### src/design/npc_pkg.sv
// Types, codes and helpers shared by the nearest palette colour unit.
package npc_pkg;

    localparam logic OP_LOAD  = 1'b0;
    localparam logic OP_QUERY = 1'b1;

    localparam logic KIND_REPORT = 1'b0;
    localparam logic KIND_ANSWER = 1'b1;

    localparam int COUNT_W = 9;
    localparam int DIST_W  = 18;

    typedef struct packed {
        logic       operation;
        logic [7:0] entry_index;
        logic [7:0] red;
        logic [7:0] green;
        logic [7:0] blue;
        logic       last_entry;
    } npc_cmd_t;

    typedef struct packed {
        logic       kind;
        logic [7:0] nearest_index;
        logic [7:0] nearest_red;
        logic [7:0] nearest_green;
        logic [7:0] nearest_blue;
        logic [3:0] index_bits;
    } npc_result_t;

    typedef struct packed {
        logic               is_query;
        logic               emit;
        logic [7:0]         slot;
        logic [7:0]         red;
        logic [7:0]         green;
        logic [7:0]         blue;
        logic [COUNT_W-1:0] count;
        logic [3:0]         index_bits;
        logic [DIST_W-1:0]  best_dist;
        logic [7:0]         best_index;
        logic [7:0]         best_red;
        logic [7:0]         best_green;
        logic [7:0]         best_blue;
    } npc_item_t;

    // ceil(log2(slot + 1)) is the bit length of slot
    function automatic logic [3:0] npc_index_bits(input logic [7:0] slot);
        logic [3:0] bits;
        bits = 4'd0;
        for (int i = 0; i < 8; i++) begin
            if (slot[i]) begin
                bits = 4'(i + 1);
            end
        end
        return bits;
    endfunction

endpackage

### src/design/npc_cell.sv
// One palette cell: holds an entry, takes loads for its slot, updates the running best.
module npc_cell
    import npc_pkg::*;
#(
    parameter int CELL_INDEX = 0
) (
    input  logic      clk,
    input  logic      rst_n,
    input  logic      up_valid,
    input  npc_item_t up_item,
    output logic      dn_valid,
    output npc_item_t dn_item
);

    localparam logic [7:0]         CELL_ID    = 8'(CELL_INDEX);
    localparam logic [COUNT_W-1:0] CELL_LIMIT = COUNT_W'(CELL_INDEX);

    logic [7:0]        entry_red_reg;
    logic [7:0]        entry_green_reg;
    logic [7:0]        entry_blue_reg;
    logic              valid_reg;
    npc_item_t         item_reg;
    npc_item_t         item_next;
    logic [7:0]        diff_r;
    logic [7:0]        diff_g;
    logic [7:0]        diff_b;
    logic [15:0]       sq_r;
    logic [15:0]       sq_g;
    logic [15:0]       sq_b;
    logic [DIST_W-1:0] dist_sum;
    logic              active;
    logic              write_here;

    always_comb
    begin
        diff_r = (up_item.red > entry_red_reg) ? up_item.red - entry_red_reg
                                               : entry_red_reg - up_item.red;
        diff_g = (up_item.green > entry_green_reg) ? up_item.green - entry_green_reg
                                                   : entry_green_reg - up_item.green;
        diff_b = (up_item.blue > entry_blue_reg) ? up_item.blue - entry_blue_reg
                                                 : entry_blue_reg - up_item.blue;
        sq_r = 16'(diff_r) * 16'(diff_r);
        sq_g = 16'(diff_g) * 16'(diff_g);
        sq_b = 16'(diff_b) * 16'(diff_b);
        dist_sum = DIST_W'(sq_r) + DIST_W'(sq_g) + DIST_W'(sq_b);

        active     = up_item.is_query && (CELL_LIMIT < up_item.count);
        write_here = up_valid && !up_item.is_query && (up_item.slot == CELL_ID);

        item_next = up_item;
        // strict compare keeps the lowest slot on ties
        if (active && (dist_sum < up_item.best_dist))
        begin
            item_next.best_dist  = dist_sum;
            item_next.best_index = CELL_ID;
            item_next.best_red   = entry_red_reg;
            item_next.best_green = entry_green_reg;
            item_next.best_blue  = entry_blue_reg;
        end
    end

    always_ff @(posedge clk)
    begin
        item_reg <= item_next;
        if (write_here)
        begin
            entry_red_reg   <= up_item.red;
            entry_green_reg <= up_item.green;
            entry_blue_reg  <= up_item.blue;
        end
    end

    always_ff @(posedge clk or negedge rst_n)
    begin
        if (!rst_n)
        begin
            valid_reg <= 1'b0;
        end
        else
        begin
            valid_reg <= up_valid;
        end
    end

    assign dn_valid = valid_reg;
    assign dn_item  = item_reg;

endmodule

### config.mk
export PLATFORM = sky130hd
export DESIGN_NAME = npc_cell
export DESIGN_NICKNAME = d
export VERILOG_FILES = /design/src/design/npc_pkg.sv /design/src/design/npc_cell.sv
export SDC_FILE = /design/constraint.sdc
export NUM_CORES = 1
export LEC_CHECK = 0
export BUFFER_PORTS_ARGS = -buffer_cell sky130_fd_sc_hd__buf_2
export CORE_ASPECT_RATIO = 0.75
export CORE_MARGIN = 8
export CORE_UTILIZATION = 40
export CTS_CLUSTER_SIZE = 20
export DETAILED_ROUTE_END_ITERATION = 10
export PLACE_DENSITY = 0.68
export SKIP_CTS_REPAIR_TIMING = 1
export SLEW_MARGIN = 20
export SYNTH_ARGS = -nofsm -noshare
export SYNTH_HDL_FRONTEND = slang
export SYNTH_SLANG_ARGS = --single-unit
### constraint.sdc
create_clock -name clk -period 13.84 [get_ports clk]
set_clock_uncertainty 0.1 [all_clocks]
set_input_delay 2.076 -clock clk [delete_from_list [all_inputs] [get_ports clk]]
set_output_delay 2.076 -clock clk [all_outputs]
set_load 0.005 [all_outputs]
==> results.md, run 1 <==
- Outcome: complete, no violations
- Number of global-route vias before repair: 8327
- Fin. max-slew vios: 0
- WHS Endpoint: dn_item[7]
- Syn avg cell area: 10.1 um2
- Tcrit/Tclk final: 88.4%
- Max Buffers Root-to-Sink: 2
- Number of I/O port buffers: 197
- WP data arrival: 12.44 ns
- Unrepaired setup endpoints after global routing: false
- Netlist Area Pre-Place: 0.0112 mm2
- Syn_nets: 1488
- Multi-input logic area: 0.00733 mm2
- Top cell family by delay on the critical path: adder cells
- DRT antenna net count: 0
- DR vias: 7985
- Via density: 4.76
- Crit Path Class: in2reg
- Critical-path top delay cell: fa_1
- Total global routing overflow: 0
- Final hold viol count: 0
- Hold depth: 1
- Worst-Margin Slew: 0.860 ns
- Max Clock Freq: 0.0817 GHz
- Layout Nets: 1687
- TritonCTS Buffers: 17
- Clk_lat worst skew: 0.42 ns
- R2R cell count: 36
- Placer Congestion: 0.864
- Largest register FFs: 97
- Cell variety after synth: 68
- CTS tree: done
- Max-cap violation count: 0
- RR Startpoint: entry_red_reg[0]
- Top FF cell, synth: dfxtp_1
- Routed wire per std cell: 15.2 um
- DRC: 0
- Rel. slew slack: 42.5%
- Total GRT Usage: 15.6%
- H-tree levels: 4
- Storage element area: 0.00269 mm2
- Worst min-delay path category: reg2reg
- Row count: 53
- CP max FO: 49
- Core ar.: 0.0277 mm2
- HP Start: entry_blue_reg[7]
- Worst R2R Setup Slack: 3.03 ns
- TNS Setup: 0 ns
- Yosys warning count: 0
- Die X-Extent: 209 um
- WP data required: 14.05 ns
- Antenna fix cells: 0
- Critical path buffers and inverters: 8
- Cell mode on critical path: fa_1
- Clock root buffer: clkbuf_16
- Initial Utilization: 40.3%
- Dpl hpwl: 21.5 mm
- R2r endpoint: dn_item[6]
- Fillers: 2596
- Setup violators final: 0
- Die Y: 161 um
- Tmin final: 12.23 ns
- Area grow syn2layout: 18.0%
- Ports: 198
- # clock sinks: 122
- Critical path's largest stage delay: 0.57 ns
- Clock transition at path regs: 0.06 ns
- Worst Setup End Kind: register
- Die ar.: 0.0336 mm2
- Initial antenna violation count: 0
- Startpoint Class: input port
- Iter 0 DRT Violations: 452
- EDFF count, synth: 24
- Largest net degree at the start of global routing: 50
- Pre-antenna DRT Iters: 5
- Register area share after synthesis: 24.1%
- Async SR Flop Fraction: 0.820%
- Register bit total from synthesis: 122
- DRT Wirelength: 25.6 mm
- Layout cells sized above 1: 23.2%
- Syn Inst Count: 1108
- First-pass GRT wire length: 42.5 mm
==> cells by family after synthesis <==
kind of cell	count (synthesis)	synth area share, %
adder cells (fa/ha/maj)	280	40.7
flip-flops	122	24.1
AO/OA/AOI/OAI	130	7.71
multiplexers	55	5.64
AND/OR/NAND/NOR	188	8.23
buffers and inverters	297	10.4
XOR/XNOR	36	3.16
==> worst max path at each step <==
stage / cells past startpoint / from / end
floorplan: 36 / up_item[79] / dn_item[0]
global placement: 38 / up_item[79] / dn_item[19]
detailed placement: 38 / up_item[79] / dn_item[21]
CTS: 38 / up_item[79] / dn_item[6]
global route: 39 / up_item[79] / dn_item[4]
finish: 38 / up_item[79] / dn_item[6]
==> metrics by stage <==
step / hold slack, ns / setup slack [ns] / std cells / utilization, % / cell area (um2)
after floorplan: 0.375 / 2.56 / 1108 / - / 11200
after global placement: 0.382 / 1.44 / 1645 / 45.2 / 12500
after detailed placement: 0.390 / 1.25 / 1645 / 45.2 / 12500
after CTS: 0.403 / 1.58 / 1677 / 47.5 / 13200
after global routing: 0.418 / 0.961 / 1677 / 47.5 / 13200
final: 0.401 / 1.61 / 1677 / 47.5 / 13200
==> layout make-up <==
| type | instances | share of cell area [%] |
|---|---|---|
| Sequential cell | 122 | 20.4 |
| Inverter | 275 | 7.84 |
| Clock inverter | 12 | 1.09 |
| Multi-Input combinational cell | 689 | 55.7 |
| Tap cell | 357 | 3.39 |
| Clock buffer | 20 | 3.80 |
| Timing Repair Buffer | 202 | 7.77 |
==> cell usage in the layout, fill, tap and decap left out, types with 6 or more instances in the layout <==
cell type,count
inv_1,273
fa_1,139
o21ai_0,19
o21a_1,6
xor2_1,11
nor2_1,80
a211oi_1,8
nand2_1,27
a21o_1,12
inv_6,6
ha_1,141
nor2b_1,19
xnor2_1,19
o21bai_1,9
buf_2,197
mux2_2,43
nand2b_1,13
dfxtp_1,97
or2_2,8
edfxtp_1,24
nand4_1,6
clkbuf_16,20
a21oi_1,45
mux2i_1,10
==> worst register-to-register path: cells and delay by family, from the launching register on <==
family,cells,cell delay [ns]
xor gates and xnor gates,2,0.43
and+or+nand+nor,4,0.55
buffers and inverters,6,0.95
AOI/OAI and AO/OA,12,2.94
adders and majority gates,11,4.85
DFF,1,0.40
muxes,1,0.46
==> routing by layer <==
layer  vias to the layer above  routed length (um)  part of all wire (%)  global-route usage [%]
li1                       3877                   -                     -                       -
met2                       232               11500                    45                    24.5
met5                         -                   0                     0                       0
met3                        11                1690                   6.6                    4.19
met4                         0                 177                  0.69                    3.42
met1                      3865               12200                    48                    21.2
==> synth_stat cells (all sizes together), types with 4 or more instances <==
master / number / share of area (%)
ha: 141 / 16
a31oi: 4 / 0.22
nand4: 6 / 0.34
mux2i: 12 / 1.3
edfxtp: 24 / 6.5
buf: 18 / 1.0
xnor2: 23 / 2.0
fa: 139 / 25
nand2b: 14 / 0.81
nand2: 27 / 0.91
nand3: 5 / 0.22
inv: 275 / 9.3
a21oi: 45 / 2.0
nor2: 80 / 2.7
nor2b: 19 / 1.1
a21boi: 4 / 0.30
xor2: 13 / 1.2
a21o: 12 / 0.81
o21a: 6 / 0.40
or2: 13 / 0.73
and3: 4 / 0.22
o21ai: 21 / 0.98
o21bai: 9 / 0.61
a211oi: 9 / 0.61
mux2: 43 / 4.3
and2: 7 / 0.39
dfxtp: 97 / 17
clkbuf: 4 / 0.15
Power of run 1 is not shown: default switching activity piles up to over one toggle a cycle in this logic, so the estimate is an artifact.
==> run 2: changes to the inputs <==
--- a/config.mk
+++ b/config.mk
@@ -11,7 +11,7 @@
 export CORE_UTILIZATION = 40
 export CTS_CLUSTER_SIZE = 20
 export DETAILED_ROUTE_END_ITERATION = 10
-export PLACE_DENSITY = 0.68
+export PLACE_DENSITY = 0.71
 export SKIP_CTS_REPAIR_TIMING = 1
 export SLEW_MARGIN = 20
 export SYNTH_ARGS = -nofsm -noshare
==> constraint.sdc (replaced) <==
create_clock -name clk -period 10.3 [get_ports clk]
set_clock_uncertainty 0.1 [all_clocks]
set_input_delay 1.545 -clock clk [delete_from_list [all_inputs] [get_ports clk]]
set_output_delay 1.545 -clock clk [all_outputs]
set_load 0.005 [all_outputs]
==> run 2 against run 1 <==
  * The run now ends with negative setup slack left
  * Wire length increased by 17%
  * Final area increased by 14%
  * Register-to-register slack got worse by 2.2 ns
  * First-iteration DRC count decreased by 23%
  * Worst hold slack improved by 0.0048 ns
  * Critical path depth increased by 1
  * Utilization increased by 6.8 points
  * Die area unchanged
  * Non-clock buffer count increased by 175
  * Sequential cell count unchanged
  * Sequential share of layout area decreased by 2.6 points
  * Global-route usage increased by 1.1 points
  * Largest cell class unchanged
  * Highest routed layer unchanged
==> results.md, run 2 (same netlist as run 1, synthesis figures left out) <==
- Placer Congestion: 0.887
- Critical path's largest stage delay: 0.57 ns
- Worst-Margin Slew: 0.775 ns
- Layout Nets: 1862
- Worst Setup End Kind: register
- Die ar.: 0.0336 mm2
- Total GRT Usage: 16.7%
- TritonCTS Buffers: 17
- Clock root buffer: clkbuf_16
- Most common cell after layout, fill and taps aside: inv_1
- Critical path buffers and inverters: 11
- Critical-path top delay cell: fa_1
- First-pass GRT wire length: 46.0 mm
- Die X-Extent: 209 um
- Largest register FFs: 97
- Rel. slew slack: 47.8%
- DRC: 0
- Dpl hpwl: 24.0 mm
- Initial Utilization: 40.3%
- H-tree levels: 4
- DRT antenna net count: 0
- DRT Wirelength: 29.9 mm
- Pre-antenna DRT Iters: 4
- Worst min-delay path category: reg2reg
- CTS tree: done
- Tmin final: 10.31 ns
- Most frequent cells in the layout: inv_1 (253), buf_2 (196), buf_4 (166), ha_1 (134), fa_1 (127)
- Fin Hold WS: 0.406 ns
- Max Clock Freq: 0.0970 GHz
- Setup violators final: 7
- Row count: 53
- Failing checks: negative setup slack
- Number of global-route vias before repair: 9216
- Placed insts: 1798
- Max-cap violation count: 0
- WP data arrival: 10.53 ns
- Die Y: 161 um
- Iter 0 DRT Violations: 349
- Layout cells sized above 1: 37.6%
- WP data required: 10.51 ns
- Tcrit/Tclk final: 100%
- DR vias: 8652
- Max Buffers Root-to-Sink: 2
- Antenna fix cells: 0
- Core ar.: 0.0277 mm2
- Final Non-Filler Cells: 1852
- Startpoint Class: input port
- Outcome: finished with violations
- Post-route setup slack: -0.0125 ns
- TNS Setup: -0.0386 ns
- Final core occ: 54.3%
- Crit Path Class: in2reg
- # clock sinks: 122
- Largest net degree at the start of global routing: 39
- Top cell family by delay on the critical path: adder cells
- Clock transition at path regs: 0.06 ns
- Ports: 198
- Final hold viol count: 0
- Number of I/O port buffers: 197
- Area grow syn2layout: 34.9%
- CP max FO: 8
- Total global routing overflow: 0
- Via density: 4.67
- Initial antenna violation count: 0
- Routed wire per std cell: 16.2 um
- Clk_lat worst skew: 0.43 ns
- Unrepaired setup endpoints after global routing: true
- Fin. max-slew vios: 0
## run 2: cell types whose count changed in the layout (fill, tap and decap cells not counted), moves of 12 or more
cell / delta
buf_4: +161
fa_1: -12
fa_2: +12
inv_1: -20
inv_2: +18
mux2_2: -26
mux2_4: +26
## run 2: path summary, 6_finish.rpt
check | startpoint | end | slack (ns) | depth (start not counted)
setup reg to reg | entry_red_reg[0] | dn_item[40] | 0.81 | 37
hold reg to reg | entry_blue_reg[7] | dn_item[7] | 0.41 | 1
setup / recovery | up_item[79] | dn_item[40] | -0.01 | 39
min in group asynchronous | rst_n | dn_valid | 0.78 | 1
max in group asynchronous | rst_n | dn_valid | 9.24 | 1
hold / removal | entry_blue_reg[7] | dn_item[7] | 0.41 | 1
## run 2: area by class of cell
| class | count | area (um2) |
|---|---|---|
| clock buffers | 19 | 475 |
| clock inverters | 13 | 150 |
| fillers | 2428 | 12700 |
| inverters | 275 | 1040 |
| multi-input cells | 689 | 7780 |
| flip-flops and latches | 122 | 2690 |
| well taps | 357 | 447 |
| repair buffers | 377 | 2470 |
## run 2: stage by stage
| step | worst slack, ns | area (um2) |
|---|---|---|
| after global placement | -0.381 | 13700 |
| after global routing | -0.287 | 15000 |
| final | -0.0125 | 15000 |
| after CTS | -0.199 | 14400 |
| after floorplan | 0.00414 | 11200 |
| after detailed placement | -0.567 | 13700 |
## run 2: per-layer routing
metal | global-route usage, % | routed length (um)
met2 | 27.3 | 13700
met1 | 22.1 | 14200
met3 | 3.99 | 1500
met5 | 0 | 0
met4 | 4.12 | 512
Power of run 2 is left out for the same reason.
==> run 3: changes to the inputs <==
--- a/config.mk
+++ b/config.mk
@@ -11,7 +11,9 @@
 export CORE_UTILIZATION = 40
 export CTS_CLUSTER_SIZE = 20
 export DETAILED_ROUTE_END_ITERATION = 10
+export GPL_TIMING_DRIVEN = 0
 export PLACE_DENSITY = 0.71
+export SETUP_SLACK_MARGIN = 0.4
 export SKIP_CTS_REPAIR_TIMING = 1
 export SLEW_MARGIN = 20
 export SYNTH_ARGS = -nofsm -noshare
==> run 3 against run 2 <==
  * The run still ends with negative setup slack left
  * Sequential cell count is the same
  * Clock-buffer cell count is 1 higher
  * Cell count down 6.3%
  * First-iteration DRC count fell by 9.5%
  * Global-route usage down 1.2 points
  * Non-clock buffer count decreased by 116
  * Critical endpoint is now dn_item[7]
  * Final area decreased by 5.4%
  * Register-to-register slack lost 0.19 ns
  * Worst hold slack worse by 0.0072 ns
==> results.md, run 3 (same netlist as run 1, synthesis figures left out) <==
- Crit Path Class: in2reg
- DRT antenna net count: 0
- Initial Utilization: 40.3%
- H-tree levels: 4
- Startpoint Class: input port
- Storage element area: 0.00269 mm2
- First-pass GRT wire length: 42.1 mm
- Largest register FFs: 97
- Number of I/O port buffers: 197
- Worst min-delay path category: reg2reg
- Layout cells sized above 1: 31.9%
- Setup violators final: 42
- Routed wire per std cell: 15.6 um
- DRC: 0
- Critical-path top delay cell: fa_1
- DR vias: 8353
- Max Buffers Root-to-Sink: 2
- DRT Wirelength: 27.1 mm
- Max-cap violation count: 0
- Initial antenna violation count: 0
- Layout Nets: 1746
- Iter 0 DRT Violations: 316
- WP data arrival: 10.72 ns
- Most frequent cells in the layout: inv_1 (263), buf_2 (205), fa_1 (136), ha_1 (130), dfxtp_1 (97)
- WP data required: 10.51 ns
- Cell mode on critical path: fa_1
- Area grow syn2layout: 27.7%
- Tmin final: 10.51 ns
- Ports: 198
- Number of global-route vias before repair: 8480
- TritonCTS Buffers: 17
- Die ar.: 0.0336 mm2
- Max Clock Freq: 0.0952 GHz
- Die Y: 161 um
- TNS Setup: -7.71 ns
- Final Non-Filler Cells: 1736
- Via density: 4.81
- Antenna fix cells: 0
- Pre-antenna DRT Iters: 5
- Placed insts: 1666
- Post-route setup slack: -0.208 ns
- Total GRT Usage: 15.5%
- Largest net degree at the start of global routing: 17
- Clock transition at path regs: 0.06 ns
- Clock root buffer: clkbuf_16
- Fin. max-slew vios: 0
- Worst Setup End Kind: register
- CP max FO: 10
- Placer Congestion: 0.895
- Worst R2R Setup Slack: 0.62 ns
- CTS tree: done
- Critical path's largest stage delay: 0.54 ns
- Row count: 53
- Core ar.: 0.0277 mm2
- Multi-input logic area: 0.00796 mm2
- Die X-Extent: 209 um
- Rel. slew slack: 46.0%
- Outcome: finished with violations
- Worst-Margin Slew: 0.787 ns
- Most common cell after layout, fill and taps aside: inv_1
- Fillers: 2481
- Final hold viol count: 0
- Tcrit/Tclk final: 102%
- Total global routing overflow: 0
- Clk_lat worst skew: 0.43 ns
- Failing checks: negative setup slack
- # clock sinks: 122
- Dpl hpwl: 21.9 mm
- Unrepaired setup endpoints after global routing: true
## run 3: cell types whose count changed in the layout (fill, tap and decap cells not counted), moves of 6 or more
| cell | change |
|---|---|
| xnor2_1 | -7 |
| fa_1 | +9 |
| fa_2 | -9 |
| buf_2 | +9 |
| inv_2 | -10 |
| mux2_2 | +20 |
| mux2_4 | -20 |
| buf_4 | -128 |
| inv_1 | +10 |
| xnor2_2 | +6 |
| xor2_1 | -6 |
## run 3: layer usage
layer  wire length, um  global-route usage [%]
met1             12400                    20.6
met2             12400                    24.3
met3              1690                    4.67
met4               498                    4.28
met5                 0                       0
## run 3: critical path: cells and delay by family
| kind | cells | cell delay [ns] |
|---|---|---|
| and+or+nand+nor | 4 | 0.37 |
| xor gates and xnor gates | 2 | 0.47 |
| AOI/OAI and AO/OA | 11 | 2.20 |
| buffers and inverters | 12 | 1.29 |
| muxes | 1 | 0.34 |
| adders and majority gates | 11 | 4.46 |
## run 3: path summary, 6_finish.rpt
kind | from | to | cells after the start
setup / recovery | up_item[79] | dn_item[7] | 41
max in group asynchronous | rst_n | dn_valid | 1
min in group asynchronous | rst_n | dn_valid | 1
setup reg to reg | entry_red_reg[0] | dn_item[7] | 39
hold / removal | entry_green_reg[7] | dn_item[15] | 1
hold reg to reg | entry_green_reg[7] | dn_item[15] | 1
## run 3: metrics by stage
stage | setup slack [ns] | instance area (um2) | util, % | hold WS [ns]
5_1_grt | -0.532 | 14200 | 51.4 | 0.411
6_report | -0.208 | 14200 | 51.4 | 0.399
2_1_floorplan | 0.0790 | 11300 | - | 0.375
3_5_place_dp | -1.40 | 12800 | 46.1 | 0.393
3_3_place_gp | -1.32 | 12800 | 46.0 | 0.387
4_1_cts | -0.967 | 13300 | 48.2 | 0.402
## run 3: layout make-up
class                           count  share of cell area, %
Sequential cell                   122                   18.9
Multi-Input combinational cell    689                   55.9
Clock buffer                       20                   3.36
Tap cell                          357                   3.14
Clock inverter                     12                  0.597
Timing Repair Buffer              240                   9.40
Buffer                             21                   1.44
Inverter                          275                   7.35
Power of run 3 is left out for the same reason.
